<file path="config.mk">
export PLATFORM = sky130hd
export DESIGN_NAME = battery_charge_sequencer
export DESIGN_NICKNAME = d
export VERILOG_FILES = /design/src/rtl/bcs_pkg.sv /design/src/rtl/bcs_front.sv /design/src/rtl/bcs_queue.sv /design/src/rtl/bcs_back.sv /design/src/rtl/battery_charge_sequencer.sv
export SDC_FILE = /design/constraint.sdc
export NUM_CORES = 1
export LEC_CHECK = 0
export BUFFER_PORTS_ARGS = -buffer_cell sky130_fd_sc_hd__buf_4
export CAP_MARGIN = 5
export CORE_MARGIN = 2
export CORE_UTILIZATION = 52
export CTS_CLUSTER_DIAMETER = 40
export DETAILED_ROUTE_END_ITERATION = 8
export PLACE_DENSITY = 0.83
export SETUP_SLACK_MARGIN = 0.4
export SYNTH_ARGS = -nofsm -noshare
export SYNTH_HDL_FRONTEND = slang
export SYNTH_SLANG_ARGS = --single-unit
</file>
<file path="constraint.sdc">
create_clock -name aclk -period 3.45 [get_ports aclk]
set_input_delay 0.69 -clock aclk [delete_from_list [all_inputs] [get_ports aclk]]
set_output_delay 0.69 -clock aclk [all_outputs]
set_load 0.01 [all_outputs]
</file>
<file path="src/rtl/bcs_pkg.sv">
// Shared types and constants for the battery charge sequencer.
// Used by every module in rtl/; depends on nothing else.
package bcs_pkg;

    // Field widths
    localparam int MV_W       = 13;
    localparam int MA_W       = 18;
    localparam int CUR_W      = 19;
    localparam int SEC_W      = 16;
    localparam int IN_DATA_W  = 48;
    localparam int OUT_DATA_W = 8;
    localparam int APB_ADDR_W = 5;
    localparam int APB_DATA_W = 32;

    // Queue between the front and the back
    localparam int QUEUE_DEPTH = 2;
    localparam int QPTR_W      = 1;
    localparam int QCNT_W      = 2;

    localparam logic [SEC_W-1:0] SEC_MAX = {SEC_W{1'b1}};

    // Charge states
    typedef enum logic [2:0] {
        ST_DISCONNECTED = 3'd0,
        ST_CHARGING     = 3'd1,
        ST_BALANCING    = 3'd2,
        ST_SENSING      = 3'd3,
        ST_COMPLETE     = 3'd4,
        ST_FAULTED      = 3'd5
    } charge_state_t;

    // Configuration register indexes (byte address is 4 times the index)
    typedef enum logic [2:0] {
        REG_CELL_FULL_MIN = 3'd0,
        REG_CELL_FULL_MAX = 3'd1,
        REG_MIN_CURRENT   = 3'd2,
        REG_SETTLE_TIME   = 3'd3,
        REG_BALANCE_INT   = 3'd4
    } reg_index_t;

    // One classified word, as the front hands it to the back
    typedef struct packed {
        logic present;
        logic fault;
        logic left_to_charge;
        logic over_charged;
        logic nominal;
    } cls_t;

    // Timing limits used by the back
    typedef struct packed {
        logic [SEC_W-1:0] settle_time_s;
        logic [SEC_W-1:0] balance_interval_s;
    } timing_cfg_t;

endpackage

</file>
<file path="src/rtl/bcs_front.sv">
// Front part of the charge sequencer: accepts input words and classifies
// them against the cell and current thresholds. Depends on bcs_pkg.
module bcs_front (
    // Input word, from bit 0 up: charger_present[0], lowest_cell_mv[13:1],
    // highest_cell_mv[26:14], fault_active[27], current_valid[28],
    // pack_current_ma[47:29]
    input  logic                           s_axis_tvalid,
    output logic                           s_axis_tready,
    input  logic [bcs_pkg::IN_DATA_W-1:0]  s_axis_tdata,
    input  logic [bcs_pkg::MV_W-1:0]       cell_full_min_mv,
    input  logic [bcs_pkg::MV_W-1:0]       cell_full_max_mv,
    input  logic [bcs_pkg::MA_W-1:0]       min_charge_current_ma,
    input  logic                           queue_full,
    output logic                           push,
    output bcs_pkg::cls_t                  cls
);
    import bcs_pkg::*;

    logic              charger_present;
    logic [MV_W-1:0]   lowest_cell_mv;
    logic [MV_W-1:0]   highest_cell_mv;
    logic              fault_active;
    logic              current_valid;
    logic [CUR_W-1:0]  pack_current_ma;
    logic [CUR_W-1:0]  current_mag;

    // Unpack the word.
    assign charger_present = s_axis_tdata[0];
    assign lowest_cell_mv  = s_axis_tdata[13:1];
    assign highest_cell_mv = s_axis_tdata[26:14];
    assign fault_active    = s_axis_tdata[27];
    assign current_valid   = s_axis_tdata[28];
    assign pack_current_ma = s_axis_tdata[47:29];

    // Magnitude of the signed current; the most negative value maps to 2^18.
    assign current_mag = pack_current_ma[CUR_W-1] ? (~pack_current_ma + 1'b1)
                                                  : pack_current_ma;

    // Threshold checks.
    always_comb begin
        cls.present        = charger_present;
        cls.fault          = fault_active;
        cls.left_to_charge = lowest_cell_mv < cell_full_min_mv;
        cls.over_charged   = highest_cell_mv > cell_full_max_mv;
        cls.nominal        = current_valid &&
                             (current_mag >= {1'b0, min_charge_current_ma});
    end

    // A word is taken whenever the queue has room.
    assign s_axis_tready = !queue_full;
    assign push          = s_axis_tvalid && !queue_full;

endmodule

</file>
<file path="src/rtl/bcs_queue.sv">
// Short queue of classified words between the front and the back.
// Depends on bcs_pkg.
module bcs_queue (
    input  logic           aclk,
    input  logic           aresetn,
    input  logic           push,
    input  bcs_pkg::cls_t  push_data,
    input  logic           pop,
    output logic           full,
    output logic           not_empty,
    output bcs_pkg::cls_t  head
);
    import bcs_pkg::*;

    cls_t              entry_reg [QUEUE_DEPTH];
    logic [QPTR_W-1:0] wr_ptr_reg;
    logic [QPTR_W-1:0] wr_ptr_next;
    logic [QPTR_W-1:0] rd_ptr_reg;
    logic [QPTR_W-1:0] rd_ptr_next;
    logic [QCNT_W-1:0] count_reg;
    logic [QCNT_W-1:0] count_next;

    assign full      = (count_reg == QCNT_W'(QUEUE_DEPTH));
    assign not_empty = (count_reg != '0);
    assign head      = entry_reg[rd_ptr_reg];

    // Pointer and fill count update.
    always_comb begin
        wr_ptr_next = push ? wr_ptr_reg + 1'b1 : wr_ptr_reg;
        rd_ptr_next = pop ? rd_ptr_reg + 1'b1 : rd_ptr_reg;
        count_next  = count_reg;
        if (push && !pop) begin
            count_next = count_reg + 1'b1;
        end else if (pop && !push) begin
            count_next = count_reg - 1'b1;
        end
    end

    always_ff @(posedge aclk) begin
        if (!aresetn) begin
            wr_ptr_reg <= '0;
            rd_ptr_reg <= '0;
            count_reg  <= '0;
        end else begin
            wr_ptr_reg <= wr_ptr_next;
            rd_ptr_reg <= rd_ptr_next;
            count_reg  <= count_next;
        end
    end

    // Entry storage needs no reset.
    always_ff @(posedge aclk) begin
        if (push) begin
            entry_reg[wr_ptr_reg] <= push_data;
        end
    end

endmodule

</file>
<file path="src/rtl/bcs_back.sv">
// Back part of the charge sequencer: runs the state machine on each
// classified word and holds the result word. Depends on bcs_pkg.
module bcs_back (
    input  logic                            aclk,
    input  logic                            aresetn,
    input  logic                            queue_not_empty,
    input  bcs_pkg::cls_t                   head,
    output logic                            pop,
    input  bcs_pkg::timing_cfg_t            timing_cfg,
    // Result word, from bit 0 up: charge_state[2:0], charge_req[3],
    // balance_en[4], close_contactors[5], send_charger_frame[6],
    // soc_reset[7]
    output logic                            m_axis_tvalid,
    input  logic                            m_axis_tready,
    output logic [bcs_pkg::OUT_DATA_W-1:0]  m_axis_tdata
);
    import bcs_pkg::*;

    charge_state_t                state_reg;
    charge_state_t                state_next;
    charge_state_t                handled_state;
    logic [SEC_W-1:0]             seconds_reg;
    logic [SEC_W-1:0]             seconds_next;
    logic [SEC_W-1:0]             seconds_handled;
    logic                         moved;
    logic                         charge_req;
    logic                         balance_en;
    logic                         close_contactors;
    logic                         out_valid_reg;
    logic [OUT_DATA_W-1:0]        out_data_reg;
    logic [OUT_DATA_W-1:0]        out_data_next;

    // A word is executed when the output register is free or being emptied.
    assign pop = queue_not_empty && (!out_valid_reg || m_axis_tready);

    // Overrides: a fault forces faulted, a lost charger forces disconnected.
    always_comb begin
        handled_state   = state_reg;
        seconds_handled = seconds_reg;
        if (state_reg != ST_FAULTED && head.fault) begin
            handled_state   = ST_FAULTED;
            seconds_handled = '0;
        end else if (state_reg != ST_DISCONNECTED && !head.present) begin
            handled_state   = ST_DISCONNECTED;
            seconds_handled = '0;
        end
    end

    // Next state from the handled state.
    always_comb begin
        state_next = handled_state;
        case (handled_state)
            ST_DISCONNECTED: begin
                if (head.present) begin
                    state_next = ST_BALANCING;
                end
            end
            ST_CHARGING: begin
                if (head.over_charged) begin
                    state_next = ST_BALANCING;
                end else if (!head.left_to_charge) begin
                    state_next = ST_COMPLETE;
                end else if (!head.nominal &&
                             seconds_handled >= timing_cfg.settle_time_s) begin
                    state_next = ST_COMPLETE;
                end
            end
            ST_BALANCING: begin
                if (!head.left_to_charge) begin
                    state_next = ST_COMPLETE;
                end else if (!head.over_charged) begin
                    state_next = ST_CHARGING;
                end else if (seconds_handled >= timing_cfg.balance_interval_s) begin
                    state_next = ST_SENSING;
                end
            end
            ST_SENSING: begin
                if (seconds_handled != '0) begin
                    state_next = ST_BALANCING;
                end
            end
            default: begin
                state_next = handled_state;
            end
        endcase
    end

    // Drive outputs follow the handled state.
    always_comb begin
        charge_req       = 1'b0;
        balance_en       = 1'b0;
        close_contactors = 1'b0;
        case (handled_state)
            ST_CHARGING: begin
                charge_req       = 1'b1;
                close_contactors = 1'b1;
            end
            ST_BALANCING: begin
                balance_en       = 1'b1;
                close_contactors = 1'b1;
            end
            ST_SENSING: begin
                close_contactors = 1'b1;
            end
            default: begin
                charge_req       = 1'b0;
            end
        endcase
    end

    // Seconds count restarts at one on entry, then counts up by one, saturating.
    assign moved = (state_next != handled_state);
    always_comb begin
        if (moved) begin
            seconds_next = SEC_W'(1);
        end else if (seconds_handled != SEC_MAX) begin
            seconds_next = seconds_handled + 1'b1;
        end else begin
            seconds_next = seconds_handled;
        end
    end

    // Result word packing.
    always_comb begin
        out_data_next = {
            moved && (state_next == ST_COMPLETE),
            state_next != ST_DISCONNECTED,
            close_contactors,
            balance_en,
            charge_req,
            state_next
        };
    end

    always_ff @(posedge aclk) begin
        if (!aresetn) begin
            state_reg     <= ST_DISCONNECTED;
            seconds_reg   <= '0;
            out_valid_reg <= 1'b0;
        end else begin
            if (pop) begin
                state_reg   <= state_next;
                seconds_reg <= seconds_next;
            end
            if (pop) begin
                out_valid_reg <= 1'b1;
            end else if (m_axis_tready) begin
                out_valid_reg <= 1'b0;
            end
        end
    end

    // Result payload needs no reset.
    always_ff @(posedge aclk) begin
        if (pop) begin
            out_data_reg <= out_data_next;
        end
    end

    assign m_axis_tvalid = out_valid_reg;
    assign m_axis_tdata  = out_data_reg;

endmodule

</file>
<file path="src/rtl/battery_charge_sequencer.sv">
// Battery charge sequencer top level: APB registers, front, queue, back.
// Path: an accepted word is written into the queue, then its result word into the output register.
// Throughput: one word per cycle while the result port is not held.
// Stalls: a held result port fills the two-entry queue and the output register,
// then s_axis_tready drops until the edge at which a result word is taken.
// Reset: synchronous, active low; clears state, queue and valid, loads defaults.
module battery_charge_sequencer (
    input  logic                            aclk,
    input  logic                            aresetn,
    // Input word, from bit 0 up: charger_present[0], lowest_cell_mv[13:1],
    // highest_cell_mv[26:14], fault_active[27], current_valid[28],
    // pack_current_ma[47:29]
    input  logic                            s_axis_tvalid,
    output logic                            s_axis_tready,
    input  logic [bcs_pkg::IN_DATA_W-1:0]   s_axis_tdata,
    // Result word, from bit 0 up: charge_state[2:0], charge_req[3],
    // balance_en[4], close_contactors[5], send_charger_frame[6],
    // soc_reset[7]
    output logic                            m_axis_tvalid,
    input  logic                            m_axis_tready,
    output logic [bcs_pkg::OUT_DATA_W-1:0]  m_axis_tdata,
    input  logic                            psel,
    input  logic                            penable,
    input  logic                            pwrite,
    input  logic [bcs_pkg::APB_ADDR_W-1:0]  paddr,
    input  logic [bcs_pkg::APB_DATA_W-1:0]  pwdata,
    output logic [bcs_pkg::APB_DATA_W-1:0]  prdata,
    output logic                            pready
);
    import bcs_pkg::*;

    logic [MV_W-1:0]   cell_full_min_reg;
    logic [MV_W-1:0]   cell_full_max_reg;
    logic [MA_W-1:0]   min_current_reg;
    logic [SEC_W-1:0]  settle_time_reg;
    logic [SEC_W-1:0]  balance_int_reg;
    reg_index_t        reg_index;
    logic              cfg_write;
    logic              push;
    cls_t              front_cls;
    cls_t              queue_head;
    logic              queue_full;
    logic              queue_not_empty;
    logic              pop;
    timing_cfg_t       timing_cfg;

    // Configuration port.
    assign pready    = 1'b1;
    assign reg_index = reg_index_t'(paddr[4:2]);
    assign cfg_write = psel && penable && pwrite && pready;

    always_ff @(posedge aclk) begin
        if (!aresetn) begin
            cell_full_min_reg <= MV_W'(4150);
            cell_full_max_reg <= MV_W'(4200);
            min_current_reg   <= MA_W'(2000);
            settle_time_reg   <= SEC_W'(10);
            balance_int_reg   <= SEC_W'(60);
        end else if (cfg_write) begin
            case (reg_index)
                REG_CELL_FULL_MIN: cell_full_min_reg <= pwdata[MV_W-1:0];
                REG_CELL_FULL_MAX: cell_full_max_reg <= pwdata[MV_W-1:0];
                REG_MIN_CURRENT:   min_current_reg   <= pwdata[MA_W-1:0];
                REG_SETTLE_TIME:   settle_time_reg   <= pwdata[SEC_W-1:0];
                REG_BALANCE_INT:   balance_int_reg   <= pwdata[SEC_W-1:0];
                default: begin
                end
            endcase
        end
    end

    // Register read back.
    always_comb begin
        case (reg_index)
            REG_CELL_FULL_MIN: prdata = APB_DATA_W'(cell_full_min_reg);
            REG_CELL_FULL_MAX: prdata = APB_DATA_W'(cell_full_max_reg);
            REG_MIN_CURRENT:   prdata = APB_DATA_W'(min_current_reg);
            REG_SETTLE_TIME:   prdata = APB_DATA_W'(settle_time_reg);
            REG_BALANCE_INT:   prdata = APB_DATA_W'(balance_int_reg);
            default:           prdata = '0;
        endcase
    end

    assign timing_cfg.settle_time_s      = settle_time_reg;
    assign timing_cfg.balance_interval_s = balance_int_reg;

    bcs_front u_front (
        .s_axis_tvalid         (s_axis_tvalid),
        .s_axis_tready         (s_axis_tready),
        .s_axis_tdata          (s_axis_tdata),
        .cell_full_min_mv      (cell_full_min_reg),
        .cell_full_max_mv      (cell_full_max_reg),
        .min_charge_current_ma (min_current_reg),
        .queue_full            (queue_full),
        .push                  (push),
        .cls                   (front_cls)
    );

    bcs_queue u_queue (
        .aclk      (aclk),
        .aresetn   (aresetn),
        .push      (push),
        .push_data (front_cls),
        .pop       (pop),
        .full      (queue_full),
        .not_empty (queue_not_empty),
        .head      (queue_head)
    );

    bcs_back u_back (
        .aclk            (aclk),
        .aresetn         (aresetn),
        .queue_not_empty (queue_not_empty),
        .head            (queue_head),
        .pop             (pop),
        .timing_cfg      (timing_cfg),
        .m_axis_tvalid   (m_axis_tvalid),
        .m_axis_tready   (m_axis_tready),
        .m_axis_tdata    (m_axis_tdata)
    );

    // A word entering complete always reports the complete state.
    a_soc_reset_complete: assert property (@(posedge aclk) disable iff (!aresetn)
        m_axis_tvalid && m_axis_tdata[7] |-> m_axis_tdata[2:0] == ST_COMPLETE)
        else $error("soc_reset without complete state");

    // Requesting charge always comes with closed contactors and no balancing.
    a_request_closes: assert property (@(posedge aclk) disable iff (!aresetn)
        m_axis_tvalid && m_axis_tdata[3] |-> m_axis_tdata[5] && !m_axis_tdata[4])
        else $error("charge request without contactors or with balancing");

    // The charger frame flag matches the reported state.
    a_frame_flag: assert property (@(posedge aclk) disable iff (!aresetn)
        m_axis_tvalid |-> m_axis_tdata[6] == (m_axis_tdata[2:0] != ST_DISCONNECTED))
        else $error("send_charger_frame disagrees with charge_state");

    // The queue never takes a word while full, nor pops while empty.
    a_queue_bounds: assert property (@(posedge aclk) disable iff (!aresetn)
        !(push && queue_full) && !(pop && !queue_not_empty))
        else $error("queue overflow or underflow");

endmodule
</file>
==> impl_metrics.toml, run 1 <==
[sta]
slew_viol_final = 0
fmax_ghz = 0.276
fin_crit_sh_pct = 105
grt_setup_unrepaired = "true"
layout_min_cycle_time_ns = 3.63
hold_viol_final = 0
setup_violations = 15
worst_pin_slew_ns = 0.779
clock_skew_ns = 0.00864
setup_ws_ns = -0.177
maxSlewHeadroom_pct = 47.6

[setup_path]
worst-path-max-fanout = 7
startpoint_type = "flip-flop"
critPathRequiredTime_ns = 3.78
r2r_slack_ns = -0.18
worst-setup-path-type = "reg -> reg"
r2r_end = "u_back.seconds_reg[8]"
worstPathArrival_ns = 3.96
worstRegToRegCells = 16
rr_startpoint = "u_queue.entry_reg[1][4]"
cp-end-kind = "flip-flop"

[grt]
grt_max_degree = 82
grt_pass1_vias = 7737
antenna_found_initial = 0
grt_pass1_wl_um = 37800
track_usage_pct = 29.0
grt-ovfl-total = 0

[die]
pin_count = 135
die_area_mm2 = 0.0165
rows = 45
fp.dieH_um = 128
core_area_mm2 = 0.0151
initial_core_util_pct = 53.2
die_w_um = 128

[route]
ant_nets = 0
drc = 0
wl_um = 25700
via_per_inst = 6.05
vias = 8116
dr.pass1.iters = 6
drt_iter0_drc = 872
wire_per_inst_um = 19.2

[final_layout]
layout_common_cells = "nand2_1, buf_4, dfxtp_1"
diodes = 0
nets = 1308
syn2layout_area_growth_pct = 33.7
layout_commonest_cell = "nand2_1"
finalInstanceArea_mm2 = 0.0108
largest_register_ffs = 18
drive_above_1_share_pct = 29.1

[pwr]
power.internal_mw = 3.26
p_comb_share_pct = 34.9
worst_ir_drop_vdd_v = 0.000384
switchingPower_mw = 1.69
switching_share_pct = 34.1
power_density_mw_per_mm2 = 460
p_leak_nw = 4.40
clkPwrFrac_pct = 32.3
seqPwrFrac_pct = 32.8
power_mw = 4.95

[place]
portBuffers = 103
detailed_place_hpwl_um = 16100
finalWeightedCongestion = 0.921
placed_area_mm2 = 0.00947

[clocking]
clkSinkCount = 119
clock_latency_ns = 0.44
cts_max_path_buffers = 2
tritoncts = "built"
ctsHoldBuffers = 0
clk_pin_slew_worst_paths_ns = 0.06
cts_root_buf = "clkbuf_16"
numCtsBuffers = 17
cts.htree.levels = 4

[run_status]
outcome = "finished, violations left"
violations = "setup timing"

[synthesis]
synth-adder-area-share_pct = 11.6
synth_ff_type = "dfxtp_1"
synth_top_family_by_area = "compound AO/OA/AOI/OAI gates"
synth_seq_cells = 119
ys_types = 67
synth_mux_area_share_pct = 4.81
synth-compound-area-share_pct = 21.2
yosys.area_share.simple_pct = 20.3
synth_xor_area_share_pct = 2.39
synth_edf_count = 18
synth_cells = 990
ys_seq_area_share_pct = 31.8
avgSynthCellArea_um2 = 8.14
syn_area_mm2 = 0.00806
async_reset_ff_share_pct = 0
yosys_warnings = 0

[hold_path]
min_path_cells = 1
hold_path.class = "in -> reg"
worstHoldStart = "s_axis_tdata[0]"
hold-path-endpoint = "u_queue.entry_reg[1][4]"

[job]
drv_cap = 0
==> per-stage QoR <==
step / utilization [%] / TNS, ns / std cells / hold WS (ns) / setup slack, ns
global placement: 62.5 / -1.66 / 1295 / 0.453 / -0.436
finish: 71.1 / -1.77 / 1342 / 0.437 / -0.177
CTS: 69.0 / 0 / 1336 / 0.434 / 0.0265
global route: 71.1 / -2.63 / 1342 / 0.438 / -0.228
detailed placement: 62.5 / -2.35 / 1295 / 0.466 / -0.524
floorplan: - / 0 / 1003 / 0.443 / 0.0237
==> cells in the mapped netlist (all sizes together), types with 6 or more instances <==
master | number | area [µm²]
and3 | 6 | 37.5
nor3 | 17 | 90.1
nand4 | 18 | 113
nand2 | 178 | 668
o21ai | 27 | 135
o21a | 6 | 45.0
buf | 24 | 165
nand2b | 11 | 68.8
o22ai | 16 | 100
or2 | 6 | 37.5
a21oi | 42 | 210
or3 | 10 | 62.6
o31ai | 11 | 87.6
xnor2 | 21 | 184
mux2i | 29 | 290
nand3 | 15 | 75.1
nor4 | 11 | 68.8
a21boi | 61 | 458
o211ai | 21 | 158
dfxtp | 101 | 2020
edfxtp | 18 | 541
mux2 | 6 | 75.1
and2 | 23 | 146
clkbuf | 38 | 143
nor2b | 8 | 50.1
inv | 86 | 323
nor2 | 40 | 150
ha | 75 | 938
a2111oi | 6 | 90.1
a21o | 14 | 105
==> final cells by class <==
type                    instances  area (µm²)
clock buffers                  18         429
clock inverters                14         104
fillers                      1005        4370
inverters                      86         340
multi-input cells             736        5680
flip-flops and latches        119        2560
well taps                     188         235
repair buffers                181        1420
==> worst max-delay path, cell delays in order, from the launching register on <==
cell and delay, ns:
edfxtp_1 0.40, mux2_4 0.30, a2bb2oi_4 0.21, buf_6 0.15, and2_4 0.17, ha_4 0.28
and4_4 0.25, nand2_4 0.06, a2111oi_4 0.28, a21oi_1 0.13, buf_4 0.17, o311ai_4 0.21
a31oi_2 0.15, buf_4 0.17, and2_4 0.18, a41o_1 0.20, a22o_1 0.20
==> layer usage <==
metal  wire, µm  global-route usage [%]
met1       9840                    34.8
met2      12200                    48.9
met3       2120                    6.94
met4       1580                    14.2
met5          0                       0
==> power groups by stage <==
stage | Sequential (mW) | Clock, mW | Combinational (mW)
after CTS | 1.62 | 1.59 | 1.57
after global routing | 1.63 | 1.66 | 1.84
final | 1.62 | 1.60 | 1.73
after floorplan | 1.65 | 0 | 0.897
after detailed placement | 1.65 | 0 | 1.42
after global placement | 1.64 | 0 | 1.39
==> how the worst max path moves through the flow <==
stage	startpoint	to	slack, ns	cells after the start
after floorplan	flip-flop	u_back.seconds_reg[8]	0.02	17
after global placement	s_axis_tdata[30]	u_queue.entry_reg[0][0]	-0.44	16
after detailed placement	s_axis_tdata[30]	u_queue.entry_reg[0][0]	-0.52	16
after CTS	u_queue.entry_reg[0][4]	u_back.seconds_reg[8]	0.03	15
after global routing	u_queue.entry_reg[0][4]	u_back.seconds_reg[15]	-0.23	15
final	u_queue.entry_reg[1][4]	u_back.seconds_reg[8]	-0.18	16
==> cells by family after synthesis <==
group | count (synthesis)
other | 2
XOR/XNOR | 22
AND/OR/NAND/NOR | 351
flip-flops | 119
multiplexers | 36
AO/OA/AOI/OAI | 237
buffers and inverters | 148
adder cells (fa/ha/maj) | 75
==> timing repair <==
item,4_1_cts,5_1_grt
setup endpoints to repair,23,23
resized for setup,75,47
setup buffers,9,6
pin swaps,47,44
gates cloned,0,0
No activity file was read; power rests on OpenSTA's default activity.
==> run 2, diff against run 1 <==
--- a/config.mk
+++ b/config.mk
@@ -7,11 +7,13 @@
 export LEC_CHECK = 0
 export BUFFER_PORTS_ARGS = -buffer_cell sky130_fd_sc_hd__buf_4
 export CAP_MARGIN = 5
+export CELL_PAD_IN_SITES_DETAIL_PLACEMENT = 2
+export CELL_PAD_IN_SITES_GLOBAL_PLACEMENT = 2
 export CORE_MARGIN = 2
-export CORE_UTILIZATION = 52
+export CORE_UTILIZATION = 30
 export CTS_CLUSTER_DIAMETER = 40
 export DETAILED_ROUTE_END_ITERATION = 8
-export PLACE_DENSITY = 0.83
+export PLACE_DENSITY = 0.81
 export SETUP_SLACK_MARGIN = 0.4
 export SYNTH_ARGS = -nofsm -noshare
 export SYNTH_HDL_FRONTEND = slang
==> run 2 against run 1 <==
  * The flow still finishes with violations (setup timing)
  * Critical path depth is 1 lower
  * Sequential power hardly changed
  * Sequential cell count stayed put
  * Clock-buffer cell count stayed put
  * Non-clock buffer count is 30 higher
  * Global-route usage is 1.5 points lower
  * Total power is 13% higher
  * Register-to-register slack worse by 0.36 ns
  * Clock skew is 0.0019 ns higher
  * First-iteration DRC count is 43% lower
  * Critical path type unchanged
  * Largest power group unchanged
==> impl_metrics.toml, run 2 (synthesis gave the netlist of run 1 again) <==
[setup_path]
worst-path-max-fanout = 7
critPathRequiredTime_ns = 3.85
worstPathArrival_ns = 4.39
cp-end-kind = "flip-flop"
worst-setup-path-type = "reg -> reg"
startpoint_type = "flip-flop"

[place]
portBuffers = 103
finalWeightedCongestion = 0.808
detailed_place_hpwl_um = 23300

[grt]
grt_max_degree = 55
grt_pass1_wl_um = 59000
grt_use_met1_pct = 30.1
grt_util_met3_pct = 4.61
grtUsageMet2_pct = 50.2
track_usage_pct = 27.6
grt_busiest_layer = "met2"
antenna_found_initial = 0
grt-ovfl-total = 0
grt_pass1_vias = 9720

[final_layout]
syn2layout_area_growth_pct = 39.9
layout_common_cells = "buf_4, nand2_1, dfxtp_1"
layout_commonest_cell = "buf_4"
diodes = 0
nets = 1339
drive_above_1_share_pct = 31.3
largest_register_ffs = 18

[route]
dr.pass1.iters = 5
via_per_inst = 5.82
drt_iter0_drc = 493
drc = 0
ant_nets = 0
wire_per_inst_um = 28.0
vias = 8845
wl_um = 42500

[clocking]
clk_pin_slew_worst_paths_ns = 0.07
numCtsBuffers = 17
cts.htree.levels = 4
clkSinkCount = 119
tritoncts = "built"
ctsHoldBuffers = 0
cts_max_path_buffers = 2
clock_latency_ns = 0.46
cts_root_buf = "clkbuf_16"

[hold_path]
hold_path.class = "in -> reg"

[sta]
clock_skew_ns = 0.0106
grt_setup_unrepaired = "true"
hold_slack_ns = 0.426
layout_min_cycle_time_ns = 3.99
worst_pin_slew_ns = 0.709
maxSlewHeadroom_pct = 51.4
hold_viol_final = 0
setup_violations = 21
fin_crit_sh_pct = 116
setup_ws_ns = -0.537
fmax_ghz = 0.251
finalSetupTns_ns = -6.65
slew_viol_final = 0

[die]
die_w_um = 168
initial_core_util_pct = 30.7
die_area_mm2 = 0.0282
rows = 59
pin_count = 135
core_area_mm2 = 0.0262
fp.dieH_um = 168

[pwr]
worst_ir_drop_vdd_v = 0.000307
power_density_mw_per_mm2 = 498
p_leak_nw = 4.58

[run_status]
violations = "setup timing"
outcome = "finished, violations left"

[job]
drv_cap = 0
run 2: where the power goes:
part           internal (mW)  total [mW]  leakage [nW]  switching (mW)
Clock                  0.994        1.86         0.285           0.864
Combinational          0.897        2.10          3.31            1.21
Sequential              1.55        1.65         0.990          0.0985
Total                   3.44        5.61          4.58            2.17
run 2: timing repair:
item	4_1_cts	5_1_grt
pin swaps	45	24
cloned	1	0
gates resized for setup	97	39
endpoints found under the setup margin	24	24
buffers inserted	24	10
run 2: path summary, 6_finish.rpt:
| path | from | to | slack [ns] | cells after the start |
|---|---|---|---|---|
| max reg2reg | u_queue.entry_reg[0][3] | u_back.seconds_reg[15] | -0.54 | 15 |
| min reg2reg | min_current_reg[16] | min_current_reg[16] | 0.47 | 2 |
| max | u_queue.entry_reg[0][3] | u_back.seconds_reg[15] | -0.54 | 15 |
| min | s_axis_tdata[0] | u_queue.entry_reg[1][4] | 0.43 | 1 |
run 2: cell type report:
cell class | count | area, µm²
inverters | 86 | 340
repair buffers | 211 | 1660
fillers | 2836 | 14900
multi-input cells | 737 | 5710
well taps | 335 | 419
clock buffers | 18 | 450
clock inverters | 14 | 126
flip-flops and latches | 119 | 2570
run 2: per-layer routing:
| metal | vias up | routed length [µm] |
|---|---|---|
| li1 | 3805 | - |
| met3 | 152 | 1940 |
| met5 | - | 0 |
| met2 | 388 | 21800 |
| met4 | 0 | 2620 |
| met1 | 4500 | 16100 |
run 2: per-stage QoR:
stage               power (mW)  utilization (%)  area (µm²)  instances  worst slack [ns]
floorplan                 2.54                -        8290       1003            0.0237
global placement          3.10             37.1        9720       1453            -0.711
detailed placement        3.19             37.1        9720       1453            -0.915
CTS                       5.25             41.9       11000       1510            -0.155
global route              5.75             43.0       11300       1520            -0.520
finish                    5.61             43.0       11300       1520            -0.537
run 2: critical path, stage by stage, from the launching register on:
cell       delay (ns)
edfxtp_1         0.44
mux2_4           0.34
a2bb2oi_4        0.21
buf_6            0.15
buf_6            0.11
and2_4           0.16
ha_4             0.22
a211oi_4         0.34
o21ai_2          0.13
a2111oi_4        0.52
o311ai_4         0.18
a31oi_4          0.27
nand4_1          0.25
buf_6            0.24
nor4_4           0.22
o22a_1           0.15
